File: src/uktsd_pkg.sv
// ----------------------------------------------------------------------------
// uktsd_pkg: shared types and constants for the key-value table
// Entry layout, operation and status codes, default table depth.
// ----------------------------------------------------------------------------
package uktsd_pkg;

  localparam int unsigned TABLE_ENTRIES_DEF = 128;
  localparam int unsigned KEY_W   = 232;
  localparam int unsigned VALUE_W = 112;
  localparam int unsigned IDX_W   = 7;

  typedef enum logic [1:0] {
    OP_ADD    = 2'd0,
    OP_REMOVE = 2'd1,
    OP_READ   = 2'd2,
    OP_READ_ALT = 2'd3
  } op_t;

  typedef enum logic [2:0] {
    ST_ADDED     = 3'd0,
    ST_DUPLICATE = 3'd1,
    ST_FULL      = 3'd2,
    ST_REMOVED   = 3'd3,
    ST_NOT_FOUND = 3'd4,
    ST_READ_OK   = 3'd5,
    ST_BEYOND    = 3'd6
  } status_t;

  typedef struct packed {
    logic [KEY_W-1:0]   key;
    logic [VALUE_W-1:0] value;
  } entry_t;

endpackage

File: src/uktsd_ctrl.sv
// ----------------------------------------------------------------------------
// uktsd_ctrl: sequencer for the table ring
// Rotates the ring one slot a cycle during a pass, compares the head entry and rewrites it.
// ----------------------------------------------------------------------------
module uktsd_ctrl #(
  parameter int unsigned TABLE_ENTRIES = uktsd_pkg::TABLE_ENTRIES_DEF
) (
  input  logic                   clk,
  input  logic                   rst,
  input  logic                   in_valid,
  output logic                   in_ready,
  input  logic [1:0]             op,
  input  uktsd_pkg::entry_t      in_entry,
  input  logic [uktsd_pkg::IDX_W-1:0] in_idx,
  input  uktsd_pkg::entry_t      head,
  output logic                   shift,
  output uktsd_pkg::entry_t      tail_in,
  output logic                   res_valid,
  input  logic                   res_ready,
  output logic [2:0]             res_status,
  output logic [7:0]             res_count,
  output uktsd_pkg::entry_t      res_entry
);

  localparam int unsigned CNT_W = $clog2(TABLE_ENTRIES + 1);
  // rotation position counts slots visited; ring length is TABLE_ENTRIES
  localparam int unsigned POS_W = $clog2(TABLE_ENTRIES + 1);
  // common width for comparing the read index against position and count
  localparam int unsigned CMP_W = (POS_W > uktsd_pkg::IDX_W) ? POS_W : uktsd_pkg::IDX_W;

  typedef enum logic [3:0] {
    S_IDLE  = 4'b0001,
    S_SCAN  = 4'b0010,
    S_FIX   = 4'b0100,
    S_OUT   = 4'b1000
  } state_t;

  state_t            state;
  logic [CNT_W-1:0]  count;
  logic [POS_W-1:0]  pos;
  logic [1:0]        cur_op;
  uktsd_pkg::entry_t cur;
  logic [uktsd_pkg::IDX_W-1:0] cur_idx;
  logic              found;
  logic [POS_W-1:0]  match_pos;
  uktsd_pkg::entry_t last_entry;
  logic              pass2;

  logic [POS_W-1:0]  cnt_ext;
  logic              at_live;
  logic              key_eq;

  assign cnt_ext  = POS_W'(count);
  assign at_live  = pos < cnt_ext;
  assign key_eq   = head.key == cur.key;
  assign in_ready = (state == S_IDLE) && !res_valid;

  // ring rotates every cycle of a pass; write back the head, possibly replaced
  always_comb begin
    shift   = (state == S_SCAN) || (state == S_FIX);
    tail_in = head;
    if (state == S_FIX) begin
      if (cur_op == uktsd_pkg::OP_ADD && pos == cnt_ext) begin
        tail_in = cur;
      end else if (cur_op == uktsd_pkg::OP_REMOVE && pos == match_pos) begin
        tail_in = last_entry;
      end
    end
  end

  always_ff @(posedge clk) begin
    if (rst) begin
      state     <= S_IDLE;
      count     <= '0;
      res_valid <= 1'b0;
      pos       <= '0;
      found     <= 1'b0;
      pass2     <= 1'b0;
    end else begin
      if (res_valid && res_ready) begin
        res_valid <= 1'b0;
      end
      unique case (state)
        S_IDLE: begin
          if (in_valid && in_ready) begin
            cur     <= in_entry;
            cur_op  <= op;
            cur_idx <= in_idx;
            pos     <= '0;
            found   <= 1'b0;
            state   <= S_SCAN;
          end
        end
        // first pass: search key, capture the read slot and the last entry
        S_SCAN: begin
          if (at_live && key_eq && !found) begin
            found     <= 1'b1;
            match_pos <= pos;
          end
          if (count != '0 && pos == cnt_ext - POS_W'(1)) begin
            last_entry <= head;
          end
          if (CMP_W'(pos) == CMP_W'(cur_idx) && at_live) begin
            res_entry <= head;
          end
          if (pos == POS_W'(TABLE_ENTRIES - 1)) begin
            pos   <= '0;
            state <= S_OUT;
          end else begin
            pos <= pos + POS_W'(1);
          end
        end
        // second pass: apply the append or the swap
        S_FIX: begin
          if (pos == POS_W'(TABLE_ENTRIES - 1)) begin
            pos   <= '0;
            state <= S_OUT;
          end else begin
            pos <= pos + POS_W'(1);
          end
        end
        S_OUT: begin
          if (!pass2 && cur_op == uktsd_pkg::OP_ADD && !found
              && cnt_ext < POS_W'(TABLE_ENTRIES)) begin
            pass2 <= 1'b1;
            state <= S_FIX;
          end else if (!pass2 && cur_op == uktsd_pkg::OP_REMOVE && found) begin
            pass2 <= 1'b1;
            state <= S_FIX;
          end else begin
            pass2     <= 1'b0;
            res_valid <= 1'b1;
            state     <= S_IDLE;
            priority if (cur_op == uktsd_pkg::OP_ADD) begin
              if (found) begin
                res_status <= uktsd_pkg::ST_DUPLICATE;
              end else if (!pass2) begin
                res_status <= uktsd_pkg::ST_FULL;
              end else begin
                res_status <= uktsd_pkg::ST_ADDED;
                count      <= count + CNT_W'(1);
              end
              res_count <= 8'(pass2 ? count + CNT_W'(1) : count);
              res_entry <= '0;
            end else if (cur_op == uktsd_pkg::OP_REMOVE) begin
              res_status <= found ? uktsd_pkg::ST_REMOVED : uktsd_pkg::ST_NOT_FOUND;
              if (found) begin
                count <= count - CNT_W'(1);
              end
              res_count <= 8'(found ? count - CNT_W'(1) : count);
              res_entry <= '0;
            end else begin
              res_count <= 8'(count);
              if (CMP_W'(cur_idx) < CMP_W'(count)) begin
                res_status <= uktsd_pkg::ST_READ_OK;
              end else begin
                res_status <= uktsd_pkg::ST_BEYOND;
                res_entry  <= '0;
              end
            end
          end
        end
        default: state <= S_IDLE;
      endcase
    end
  end

endmodule

File: config.mk
export PLATFORM = sky130hd
export DESIGN_NAME = uktsd_ctrl
export DESIGN_NICKNAME = d
export VERILOG_FILES = /design/src/uktsd_pkg.sv /design/src/uktsd_ctrl.sv
export SDC_FILE = /design/constraint.sdc
export NUM_CORES = 2
export LEC_CHECK = 0
export BUFFER_PORTS_ARGS = -buffer_cell sky130_fd_sc_hd__buf_4
export CAP_MARGIN = 25
export CORE_AREA = 3 3 545 547
export DETAILED_ROUTE_END_ITERATION = 8
export DIE_AREA = 0 0 548 550
export GPL_TIMING_DRIVEN = 0
export PLACE_DENSITY = 0.3
export SLEW_MARGIN = 10
export SYNTH_ARGS = -nofsm -noshare
export SYNTH_HDL_FRONTEND = slang
export SYNTH_SLANG_ARGS = --single-unit
File: constraint.sdc
create_clock -name clk -period 36.1 [get_ports clk]
set_input_delay 9.025 -clock clk [delete_from_list [all_inputs] [get_ports clk]]
set_output_delay 9.025 -clock clk [all_outputs]
set_load 0.005 [all_outputs]
==> key figures <==
Outcome
  • Status: complete, no violations

STA
  • F_max: 52.6 MHz
  • Min Tclk post-route: 19.01 ns
  • Setup violations, final: 0
  • Unrepaired setup endpoints after global routing: false
  • Slew headroom: 0.157
  • Max Transition Viols Final: 0
  • Worst slew pin tran: 1.27 ns
  • Final setup margin: 17.09 ns
  • Final setup TNS: 0 ns
  • Fin. Hold Viols: 0
  • Tcrit/Tclk final: 0.527
  • Worst clock skew: 0.0369 ns

Layout
  • Footprint of the multi-input gates: 12800 µm²
  • # nets final: 5722
  • Final core occ: 0.233
  • P&R area growth vs syn: 48.5%
  • Layout Cells excl Fill: 9068
  • Fraction of layout instances using a drive strength above 1: 0.361
  • Most frequent cells in the layout: buf_4 (1454), edfxtp_1 (1060), nand2_1 (360)
  • Register area: 32300 µm²
  • Fillers: 31406
  • Most common cell after layout, fill and taps aside: buf_4

Yosys
  • Post-synth EDFFs: 1060
  • Top cells by area, synth: edfxtp_1 (69%), mux2i_1 (7.6%), nor2b_1 (4.8%)
  • Post-synth cell types: 54
  • Register area share after synthesis: 0.702
  • Flop and latch count out of synthesis: 1083
  • Post-synth top area share: 0.692
  • Syn. warnings: 0
  • Main synth FF type: edfxtp_1
  • Post-Synthesis Cells: 3288
  • Ys async rst share: 0
  • Synthesized area: 46000 µm²
  • Largest area contributor in the netlist: edfxtp_1
  • Avg Inst Size Synth: 14.0 µm²
  • Synth Net Count: 4007

Floorplan
  • Die area: 301000 µm²
  • Core ar.: 293000 µm²
  • FP Rows: 199
  • Die W: 548 µm
  • Ports: 1403
  • Initial Util: 0.157
  • Die height: 550 µm

Routing
  • WL/cell: 35.7 µm
  • Initial DRC Count: 2613
  • DRC viols: 0
  • TritonRoute pass-1 iters: 5
  • DR vias: 35404
  • Routed Antenna Nets: 0
  • Final WL: 324000 µm
  • Vias per cell: 3.90

Power
  • Max IR drop VDD: 0.0313 mV
  • Total chip power: 3240 µW
  • Static Leak: 0.0260 µW
  • PD cells: 47.5 nW/µm²

Min path
  • Hold WC Path Type: reg -> reg
  • Hold wc startpoint: pos[2]

Clock network
  • CTS H-Tree Depth: 4
  • CTS clk-pin slew, worst paths: 0.05 ns
  • TritonCTS clock tree: done
  • CTS max path bufs: 4
  • CTS Hold Buffers Added: 0
  • Clock latency on the worst-skew pair: 0.83 ns
  • Setup bufs post-CTS: 0
  • Cells resized by post-CTS repair: 0
  • TritonCTS Buffers: 153
  • Clock Tree Root: clkbuf_16
  • Clock sink count: 1083

Worst setup path
  • WP data arrival: 9.99 ns
  • Crit Path Max Fanout: 3
  • Kind of capture point of the worst setup path: output port
  • CP peak stage delay: 0.49 ns
  • CP dominant cell by count: buf_4
  • Critical Path RT: 27.07 ns
  • Setup crit start kind: primary input
  • Critical Path Start: head[271]
  • R2r startpoint: cnt_ext[0]
  • Kind of critical path: in -> out
  • CP Cell Sequence: buf_4, nand2_1, o21ai_1, buf_4
  • CP max-delay cell: o21ai_1

GRT
  • Grt ovf: 0
  • Vias in the first global route: 36422
  • Initial antenna violation count: 114
  • First-pass GRT wire length: 404000 µm
  • Tot GR Track Use: 0.206
  • Largest net degree at the start of global routing: 24

Placement
  • DP Cell Count: 8765
  • Pre-CTS WS: 17.10 ns
  • Hpwl dp: 270000 µm
  • Gpl congestion: 0.821
  • Port bufs: 1402

Job
  • Max_cap viols: 0
==> cell type report <==
cell class / instances / area share
sequential: 1083 / 0.473
multi-input combinational: 1937 / 0.187
timing repair buffer: 1560 / 0.184
tap: 3919 / 0.0718
clock buffer: 200 / 0.0594
buffer: 167 / 0.0106
clock inverter: 65 / 0.00680
inverter: 101 / 0.00555
antenna: 36 / 0.00132
==> cell families (layout without fill, tap and decap cells) <==
group,Yosys count,in the layout,synth area share
buffers and inverters,268,2093,0.0234
AO/OA/AOI/OAI,480,480,0.0597
other,0,36,0
XOR/XNOR,166,166,0.0316
AND/OR/NAND/NOR,926,926,0.103
adder cells (fa/ha/maj),18,18,0.00490
multiplexers,347,347,0.0755
flip-flops,1083,1083,0.702
==> path summary, 6_finish.rpt <==
| path | to | slack (ns) | cells past startpoint |
|---|---|---|---|
| setup reg to reg | last_entry[270] | 30.54 | 21 |
| hold reg to reg | match_pos[2] | 0.47 | 0 |
| setup / recovery | tail_in[271] | 17.09 | 4 |
| hold / removal | match_pos[2] | 0.47 | 0 |
==> worst max-delay path: cells and delay by family <==
kind                   cells  cell delay (ns)
AOI/OAI and AO/OA          1             0.49
and+or+nand+nor            1             0.07
buffers and inverters      2             0.39
==> layer usage <==
metal	GRT usage	up-vias	routed length (µm)
li1	-	15538	-
met1	0.221	17995	118000
met2	0.386	1410	171000
met3	0.0726	351	26600
met4	0.0421	110	6610
met5	0	-	709
==> state kept, by name (all words and copies together) (netlist names) <==
register    flops
cur           344
last_entry    344
res_entry     344
cnt_ext         8
match_pos       8
pos             8
res_count       8
cur_idx         7
state           4
res_status      3
cur_op          2
found           1
pass2           1
res_valid       1
==> synthesized netlist by cell type, types with 2 or more instances <==
cell and instances:
nor4_1 32, nor2_1 81, xnor2_1 70, mux2i_1 347, clkbuf_1 110, nand3_1 12, buf_2 50, inv_1 101
o2bb2ai_1 10, o22ai_1 28, o2111ai_1 7, a2111oi_0 20, buf_1 6, nand4_1 29, nor2b_1 356, a31oi_1 3
a221o_1 3, xor2_1 96, a22o_1 4, a221oi_1 9, and2_1 4, dfxtp_1 23, nand2b_1 18, and3_1 5
nor4b_1 2, or3_1 2, o21ai_0 360, o21ai_1 2, nor3_1 11, a2111o_1 7, edfxtp_1 1060, a21o_1 3
a21oi_1 11, nor4_2 2, nand2_1 360, or4_1 4, a22oi_1 3, o31ai_1 2, and4_1 3, ha_1 18
==> where the power goes <==
| group | internal [µW] | switching (µW) |
|---|---|---|
| logic | 149 | 217 |
| clock network | 807 | 629 |
| registers | 1410 | 24.6 |
==> stage by stage <==
step	instance area [µm²]	hold slack, ns
global route	68200	0.498
finish	68300	0.468
detailed placement	63600	0.465
floorplan	46000	0.431
global placement	61400	0.465
CTS	68100	0.480
Note: power is estimated with default switching activity, not from simulation.
