File: src/uktsd_pkg.sv
// ----------------------------------------------------------------------------
// uktsd_pkg: shared types and constants for the key-value table
// Entry layout, operation and status codes, default table depth.
// ----------------------------------------------------------------------------
package uktsd_pkg;

  localparam int unsigned TABLE_ENTRIES_DEF = 128;
  localparam int unsigned KEY_W   = 232;
  localparam int unsigned VALUE_W = 112;
  localparam int unsigned IDX_W   = 7;

  typedef enum logic [1:0] {
    OP_ADD    = 2'd0,
    OP_REMOVE = 2'd1,
    OP_READ   = 2'd2,
    OP_READ_ALT = 2'd3
  } op_t;

  typedef enum logic [2:0] {
    ST_ADDED     = 3'd0,
    ST_DUPLICATE = 3'd1,
    ST_FULL      = 3'd2,
    ST_REMOVED   = 3'd3,
    ST_NOT_FOUND = 3'd4,
    ST_READ_OK   = 3'd5,
    ST_BEYOND    = 3'd6
  } status_t;

  typedef struct packed {
    logic [KEY_W-1:0]   key;
    logic [VALUE_W-1:0] value;
  } entry_t;

endpackage

File: src/uktsd_cell.sv
// ----------------------------------------------------------------------------
// uktsd_cell: one slot of the table ring
// Holds one entry and passes it to the next cell when the ring rotates.
// ----------------------------------------------------------------------------
module uktsd_cell (
  input  logic              clk,
  input  logic              shift,
  input  uktsd_pkg::entry_t din,
  output uktsd_pkg::entry_t dout
);

  uktsd_pkg::entry_t entry;

  // take the neighbor's entry on rotate
  always_ff @(posedge clk) begin
    if (shift) begin
      entry <= din;
    end
  end

  assign dout = entry;

endmodule

File: config.mk
export PLATFORM = sky130hd
export DESIGN_NAME = uktsd_cell
export DESIGN_NICKNAME = d
export VERILOG_FILES = /design/src/uktsd_pkg.sv /design/src/uktsd_cell.sv
export SDC_FILE = /design/constraint.sdc
export NUM_CORES = 1
export LEC_CHECK = 0
export ABC_AREA = 1
export BUFFER_PORTS_ARGS = -buffer_cell sky130_fd_sc_hd__buf_2
export CAP_MARGIN = 20
export CORE_AREA = 3 3 270 272
export DETAILED_ROUTE_END_ITERATION = 16
export DIE_AREA = 0 0 273 275
export MAX_ROUTING_LAYER = met4
export PLACE_DENSITY = 0.33
export RECOVER_POWER = 50
export SYNTH_ARGS = -nofsm -noshare
export SYNTH_HDL_FRONTEND = slang
export SYNTH_SLANG_ARGS = --single-unit
File: constraint.sdc
create_clock -name clk -period 0.8 [get_ports clk]
set_input_delay 0.08 -clock clk [delete_from_list [all_inputs] [get_ports clk]]
set_output_delay 0.08 -clock clk [all_outputs]
set_load 0.05 [all_outputs]
==> results of run 1 <==
-- synth_stat cells --
| cell type | number |
|---|---|
| edfxtp_1 | 344 |
-- power by group --
part           leakage, uW  total, uW  internal (uW)  switching [uW]
clock network     0.000645      18300          10800            7540
registers          0.00337      22100          21500             668
logic              0.00501      10900           4330            6550
-- area by class of cell --
type / instances / area (um^2) / share of cell area (%)
sequential: 344 / 10300 / 46.6
timing repair buffer: 1062 / 9300 / 42.0
antenna: 3 / 7.51 / 0.0339
clock inverter: 29 / 285 / 1.29
tap: 950 / 1190 / 5.36
clock buffer: 47 / 1050 / 4.73
-- per-layer routing --
metal,routed length [um],track usage (%),vias up,share of wire (%)
li1,-,-,3640,-
met2,20300,17.1,353,55
met1,12300,9.33,3719,33
met3,3530,3.72,68,9.5
met4,1150,3.55,0,3.1
met5,0,-,-,0
-- what timing repair did --
action                     CTS  global route
gates resized for setup    684             0
gates cloned                 0             0
hold endpoints to repair   347             3
hold buffers               345             1
setup endpoints to repair  344           347
-- how the worst max path moves through the flow --
stage	end	slack [ps]
after floorplan	dout[0]	120
after global placement	dout[295]	-170
after detailed placement	dout[280]	-150
after CTS	dout[173]	-510
after global routing	dout[173]	-520
final	dout[173]	-460
-- through the flow --
step | cells | util (%) | total power, uW | setup WS (ps)
floorplan | 344 | - | 27200 | 119
global placement | 2011 | 21.6 | 30200 | -169
detailed placement | 2011 | 21.6 | 30100 | -153
CTS | 2432 | 31.3 | 52400 | -515
global route | 2434 | 31.2 | 53500 | -525
finish | 2435 | 31.2 | 51400 | -457
-- cells by family (layout without fill, tap and decap cells) --
| group | Yosys count | count (layout) | synth area share (%) |
|---|---|---|---|
| flip-flops | 344 | 344 | 100 |
| other | 0 | 3 | 0 |
| buffers and inverters | 0 | 1138 | 0 |
==> results.sh, run 1 <==
export IMPL_syn_to_final_growth_pct=114
export IMPL_crit_path_top_delay_cell="edfxtp_1"
export IMPL_syn_nets=690
export IMPL_drive_gt1_share_pct=51.7
export IMPL_ys_seq_area_share_pct=100
export IMPL_placed_cell_area_um2=15300
export IMPL_cts_made_buffers=41
export IMPL_hold_path_class="in -> reg"
export IMPL_antenna_found_initial=4
export IMPL_tns_ps=-136020
export IMPL_start_util_pct=14.6
export IMPL_multi_input_area_um2=0
export IMPL_gp_congestion=0.768
export IMPL_violations="negative setup slack"
export IMPL_grt_start_max_net_pins=34
export IMPL_ios=690
export IMPL_holdPathStages=3
export IMPL_route_vias_total=7780
export IMPL_crit_family="flip-flops"
export IMPL_path_buf_inv=1
export IMPL_fill_cells=7011
export IMPL_yosysWarnings=0
export IMPL_setup_viol=423
export IMPL_worst_hold_slack_ps=174
export IMPL_grt_usage_pct=9.55
export IMPL_slowest_delay_ps=430
export IMPL_synth_area_leaders="edfxtp_1 100%"
export IMPL_cts_tree="yes"
export IMPL_root_buffer="clkbuf_16"
export IMPL_path_depth=1
export IMPL_ys_ff_latch=344
export IMPL_largest_register_ffs=344
export IMPL_vias_per_cell=3.20
export IMPL_critPathKind="reg -> out"
export IMPL_die_height_um=275
export IMPL_grt_pass1_wl_um=52700
export IMPL_min_period_over_period_pct=157
export IMPL_drv_max_cap_violation_count=0
export IMPL_post_cts_setup_buffers=0
export IMPL_postSynthAreaPerCell_um2=30.0
export IMPL_tightest_slew_ps=510
export IMPL_die_width_um=273
export IMPL_rows=98
export IMPL_route_detailed_drc=0
export IMPL_firstDrtPassIters=4
export IMPL_endpoint_kind="output port"
export IMPL_fin_ws_ps=-457
export IMPL_path_clk_slew_ps=60
export IMPL_rsz0062_at_grt="yes"
export IMPL_synth_area_um2=10300
export IMPL_wl_per_cell_um=15.3
export IMPL_status="finished, violations left"
export IMPL_min_to="dout[126]"
export IMPL_syn_inst=344
export IMPL_synth_cell_type_count=1
export IMPL_cts_max_path_buffers=3
export IMPL_max_vdd_ir_drop_mv=1.78
export IMPL_critPathMaxFanout=1
export IMPL_overflow=0
export IMPL_critPathLaunchType="register"
export IMPL_multi_input_gates=0
export IMPL_drt_iter0_drc=279
export IMPL_totalWireLength_um=37200
export IMPL_relSlewSlack_pct=66.0
export IMPL_fin_area_um2=22200
export IMPL_crit_chain="buf_6"
export IMPL_cp_startpoint="dout[173]"
export IMPL_dp_hpwl_um=27400
export IMPL_ctsHtreeMaxLevel=2
export IMPL_portBuffers=689
export IMPL_hold_violations=0
export IMPL_final_cell_mix="345 x dlygate4sd3_1, 345 x buf_2, 344 x edfxtp_1, 342 x buf_6, 41 x clkbuf_16"
export IMPL_powerDensity_nw_per_um2=2320
export IMPL_yosysTopAreaCellShare_pct=100
export IMPL_worstHoldStart="shift"
export IMPL_yosys_area_top_type="edfxtp_1"
export IMPL_fin_nets=1795
export IMPL_cp_arrival_ps=1180
export IMPL_p_leak_uw=0.00902
export IMPL_fmax_mhz=795
export IMPL_clock_sinks=344
export IMPL_coreArea_um2=71000
export IMPL_final_antenna_net_count=0
export IMPL_layout_min_cycle_time_ps=1260
export IMPL_grt_pass1_vias=8886
export IMPL_critPathRequiredTime_ps=720
export IMPL_die_area_um2=75100
export IMPL_finalMaxSlewViolations=0
(Power assumes the default switching activity.)
==> inputs of run 2 (changes only) <==
--- a/config.mk
+++ b/config.mk
@@ -8,11 +8,14 @@
 export ABC_AREA = 1
 export BUFFER_PORTS_ARGS = -buffer_cell sky130_fd_sc_hd__buf_2
 export CAP_MARGIN = 20
+export CELL_PAD_IN_SITES_DETAIL_PLACEMENT = 0
+export CELL_PAD_IN_SITES_GLOBAL_PLACEMENT = 1
 export CORE_AREA = 3 3 270 272
 export DETAILED_ROUTE_END_ITERATION = 16
 export DIE_AREA = 0 0 273 275
+export GPL_TIMING_DRIVEN = 0
 export MAX_ROUTING_LAYER = met4
-export PLACE_DENSITY = 0.33
+export PLACE_DENSITY = 0.39
 export RECOVER_POWER = 50
 export SYNTH_ARGS = -nofsm -noshare
 export SYNTH_HDL_FRONTEND = slang
==> run 2 against run 1 <==
  * The run still ends with negative setup slack left
  * Critical path depth stayed put
  * Worst setup slack got worse by 120 ps
  * Sequential share of layout area about the same
  * Non-clock buffer count fell by 23
  * Clock power is 8% higher
  * Final area about the same
  * Wire length grew 18%
  * Fmax is 9.0% lower
  * Clock-buffer cell count up 8
  * Sequential cell count stayed put
  * Via count grew 0.68%
==> results.sh, run 2 (synthesized netlist as in run 1, its figures left out) <==
export IMPL_die_area_um2=75100
export IMPL_rsz0062_at_grt="yes"
export IMPL_critPathKind="reg -> out"
export IMPL_ctsHtreeMaxLevel=2
export IMPL_die_height_um=275
export IMPL_totalWireLength_um=44100
export IMPL_cts_max_path_buffers=3
export IMPL_coreArea_um2=71000
export IMPL_syn_to_final_growth_pct=114
export IMPL_endpoint_kind="output port"
export IMPL_firstDrtPassIters=4
export IMPL_status="finished, violations left"
export IMPL_path_depth=1
export IMPL_cts_made_buffers=43
export IMPL_route_vias_total=7833
export IMPL_max_vdd_ir_drop_mv=1.73
export IMPL_crit_family="flip-flops"
export IMPL_critPathLaunchType="register"
export IMPL_rows=98
export IMPL_p_leak_uw=0.00899
export IMPL_cp_arrival_ps=1300
export IMPL_overflow=0
export IMPL_fill_cells=7021
export IMPL_worstSetupEndpoint="dout[157]"
export IMPL_clock_sinks=344
export IMPL_critPathMaxFanout=1
export IMPL_drv_max_cap_violation_count=0
export IMPL_cts_tree="yes"
export IMPL_vias_per_cell=3.24
export IMPL_setup_viol=599
export IMPL_finalMaxSlewViolations=0
export IMPL_die_width_um=273
export IMPL_cp_startpoint="dout[157]"
export IMPL_layout_min_cycle_time_ps=1380
export IMPL_hold_violations=0
export IMPL_fmax_mhz=724
export IMPL_portBuffers=689
export IMPL_grt_start_max_net_pins=111
export IMPL_path_clk_slew_ps=60
export IMPL_violations="negative setup slack"
export IMPL_drive_gt1_share_pct=51.2
export IMPL_route_detailed_drc=0
export IMPL_fin_area_um2=22200
export IMPL_final_cell_mix="344 x edfxtp_1, 344 x dlygate4sd3_1, 344 x buf_6, 335 x buf_2, 44 x clkbuf_16"
export IMPL_gp_congestion=0.766
export IMPL_worst_hold_slack_ps=227
export IMPL_grt_pass1_vias=8656
export IMPL_cts_hold_buf=344
export IMPL_crit_chain="buf_6"
export IMPL_drt_iter0_drc=299
export IMPL_placed_cell_area_um2=15100
export IMPL_relSlewSlack_pct=49.6
export IMPL_grt_pass1_wl_um=60500
export IMPL_root_buffer="clkbuf_16"
export IMPL_multi_input_area_um2=0
export IMPL_path_buf_inv=1
export IMPL_wl_per_cell_um=18.2
export IMPL_largest_register_ffs=344
export IMPL_hold_path_class="in -> reg"
export IMPL_post_cts_setup_buffers=0
export IMPL_tightest_slew_ps=757
export IMPL_antenna_found_initial=9
export IMPL_slowest_delay_ps=520
export IMPL_pre_cts_ws_ps=-1080
export IMPL_multi_input_gates=0
export IMPL_start_util_pct=14.6
export IMPL_powerDensity_nw_per_um2=2390
export IMPL_fin_nets=1774
export IMPL_crit_path_top_delay_cell="edfxtp_1"
export IMPL_fin_ws_ps=-581
export IMPL_dp_hpwl_um=32600
export IMPL_min_period_over_period_pct=173
export IMPL_ios=690
export IMPL_critPathRequiredTime_ps=720
export IMPL_grt_usage_pct=11.5
export IMPL_final_antenna_net_count=0
run 2: cell types whose count changed in the layout (fill, tap and decap cells not counted), sizes merged:
cell,before,now
buf,704,684
clkinv,22,15
clkbuf,60,65
diode,3,7
bufinv,4,6
bufbuf,0,1
dlygate4sd3,345,344
run 2: stage by stage:
step | TNS [ps] | util [%] | power (uW) | std cells
floorplan | 0 | - | 27200 | 344
global placement | -1986650 | 21.1 | 30400 | 1983
detailed placement | -235270 | 21.2 | 30200 | 1986
CTS | -152330 | 31.3 | 54000 | 2412
global route | -223060 | 31.2 | 55100 | 2419
finish | -184280 | 31.2 | 53000 | 2419
run 2: worst min-delay path by stage:
| stage | start | depth (start not counted) | slack [ps] | endpoint |
|---|---|---|---|---|
| CTS | shift | 1 | -90 | dout[24] |
| global placement | din[102] | 1 | 260 | dout[102] |
| floorplan | din[0] | 0 | 180 | dout[0] |
| global route | din[246] | 2 | 190 | dout[246] |
| finish | shift | 1 | 230 | dout[237] |
| detailed placement | din[6] | 1 | 260 | dout[6] |
run 2: metal layers:
metal  vias up  global-route usage (%)  part of all wire, %
met5         -                       -                    0
li1       3609                       -                    -
met3        67                    4.14                  9.6
met2       429                    21.1                   54
met4         0                    4.47                  3.4
met1      3728                    11.0                   33
run 2: power by group:
group          internal [uW]  switching [uW]  total [uW]
Combinational           4290            6700       11000
Clock                  12000            7720       19800
Sequential             21500             721       22200
Total                  37800           15100       53000
run 2: cell type report:
type                  instances  area, um^2  share of cell area (%)
tap                         950        1190                    5.37
sequential                  344       10300                    46.6
clock inverter               24         285                    1.29
clock buffer                 55        1140                    5.16
antenna                       7        17.5                  0.0791
timing repair buffer       1039        9190                    41.5
run 2: repair_timing:
action / CTS / global route
cloned: 3 / 0
hold endpoints to repair: 384 / 40
endpoints found under the setup margin: 596 / 370
gates resized for setup: 690 / 1
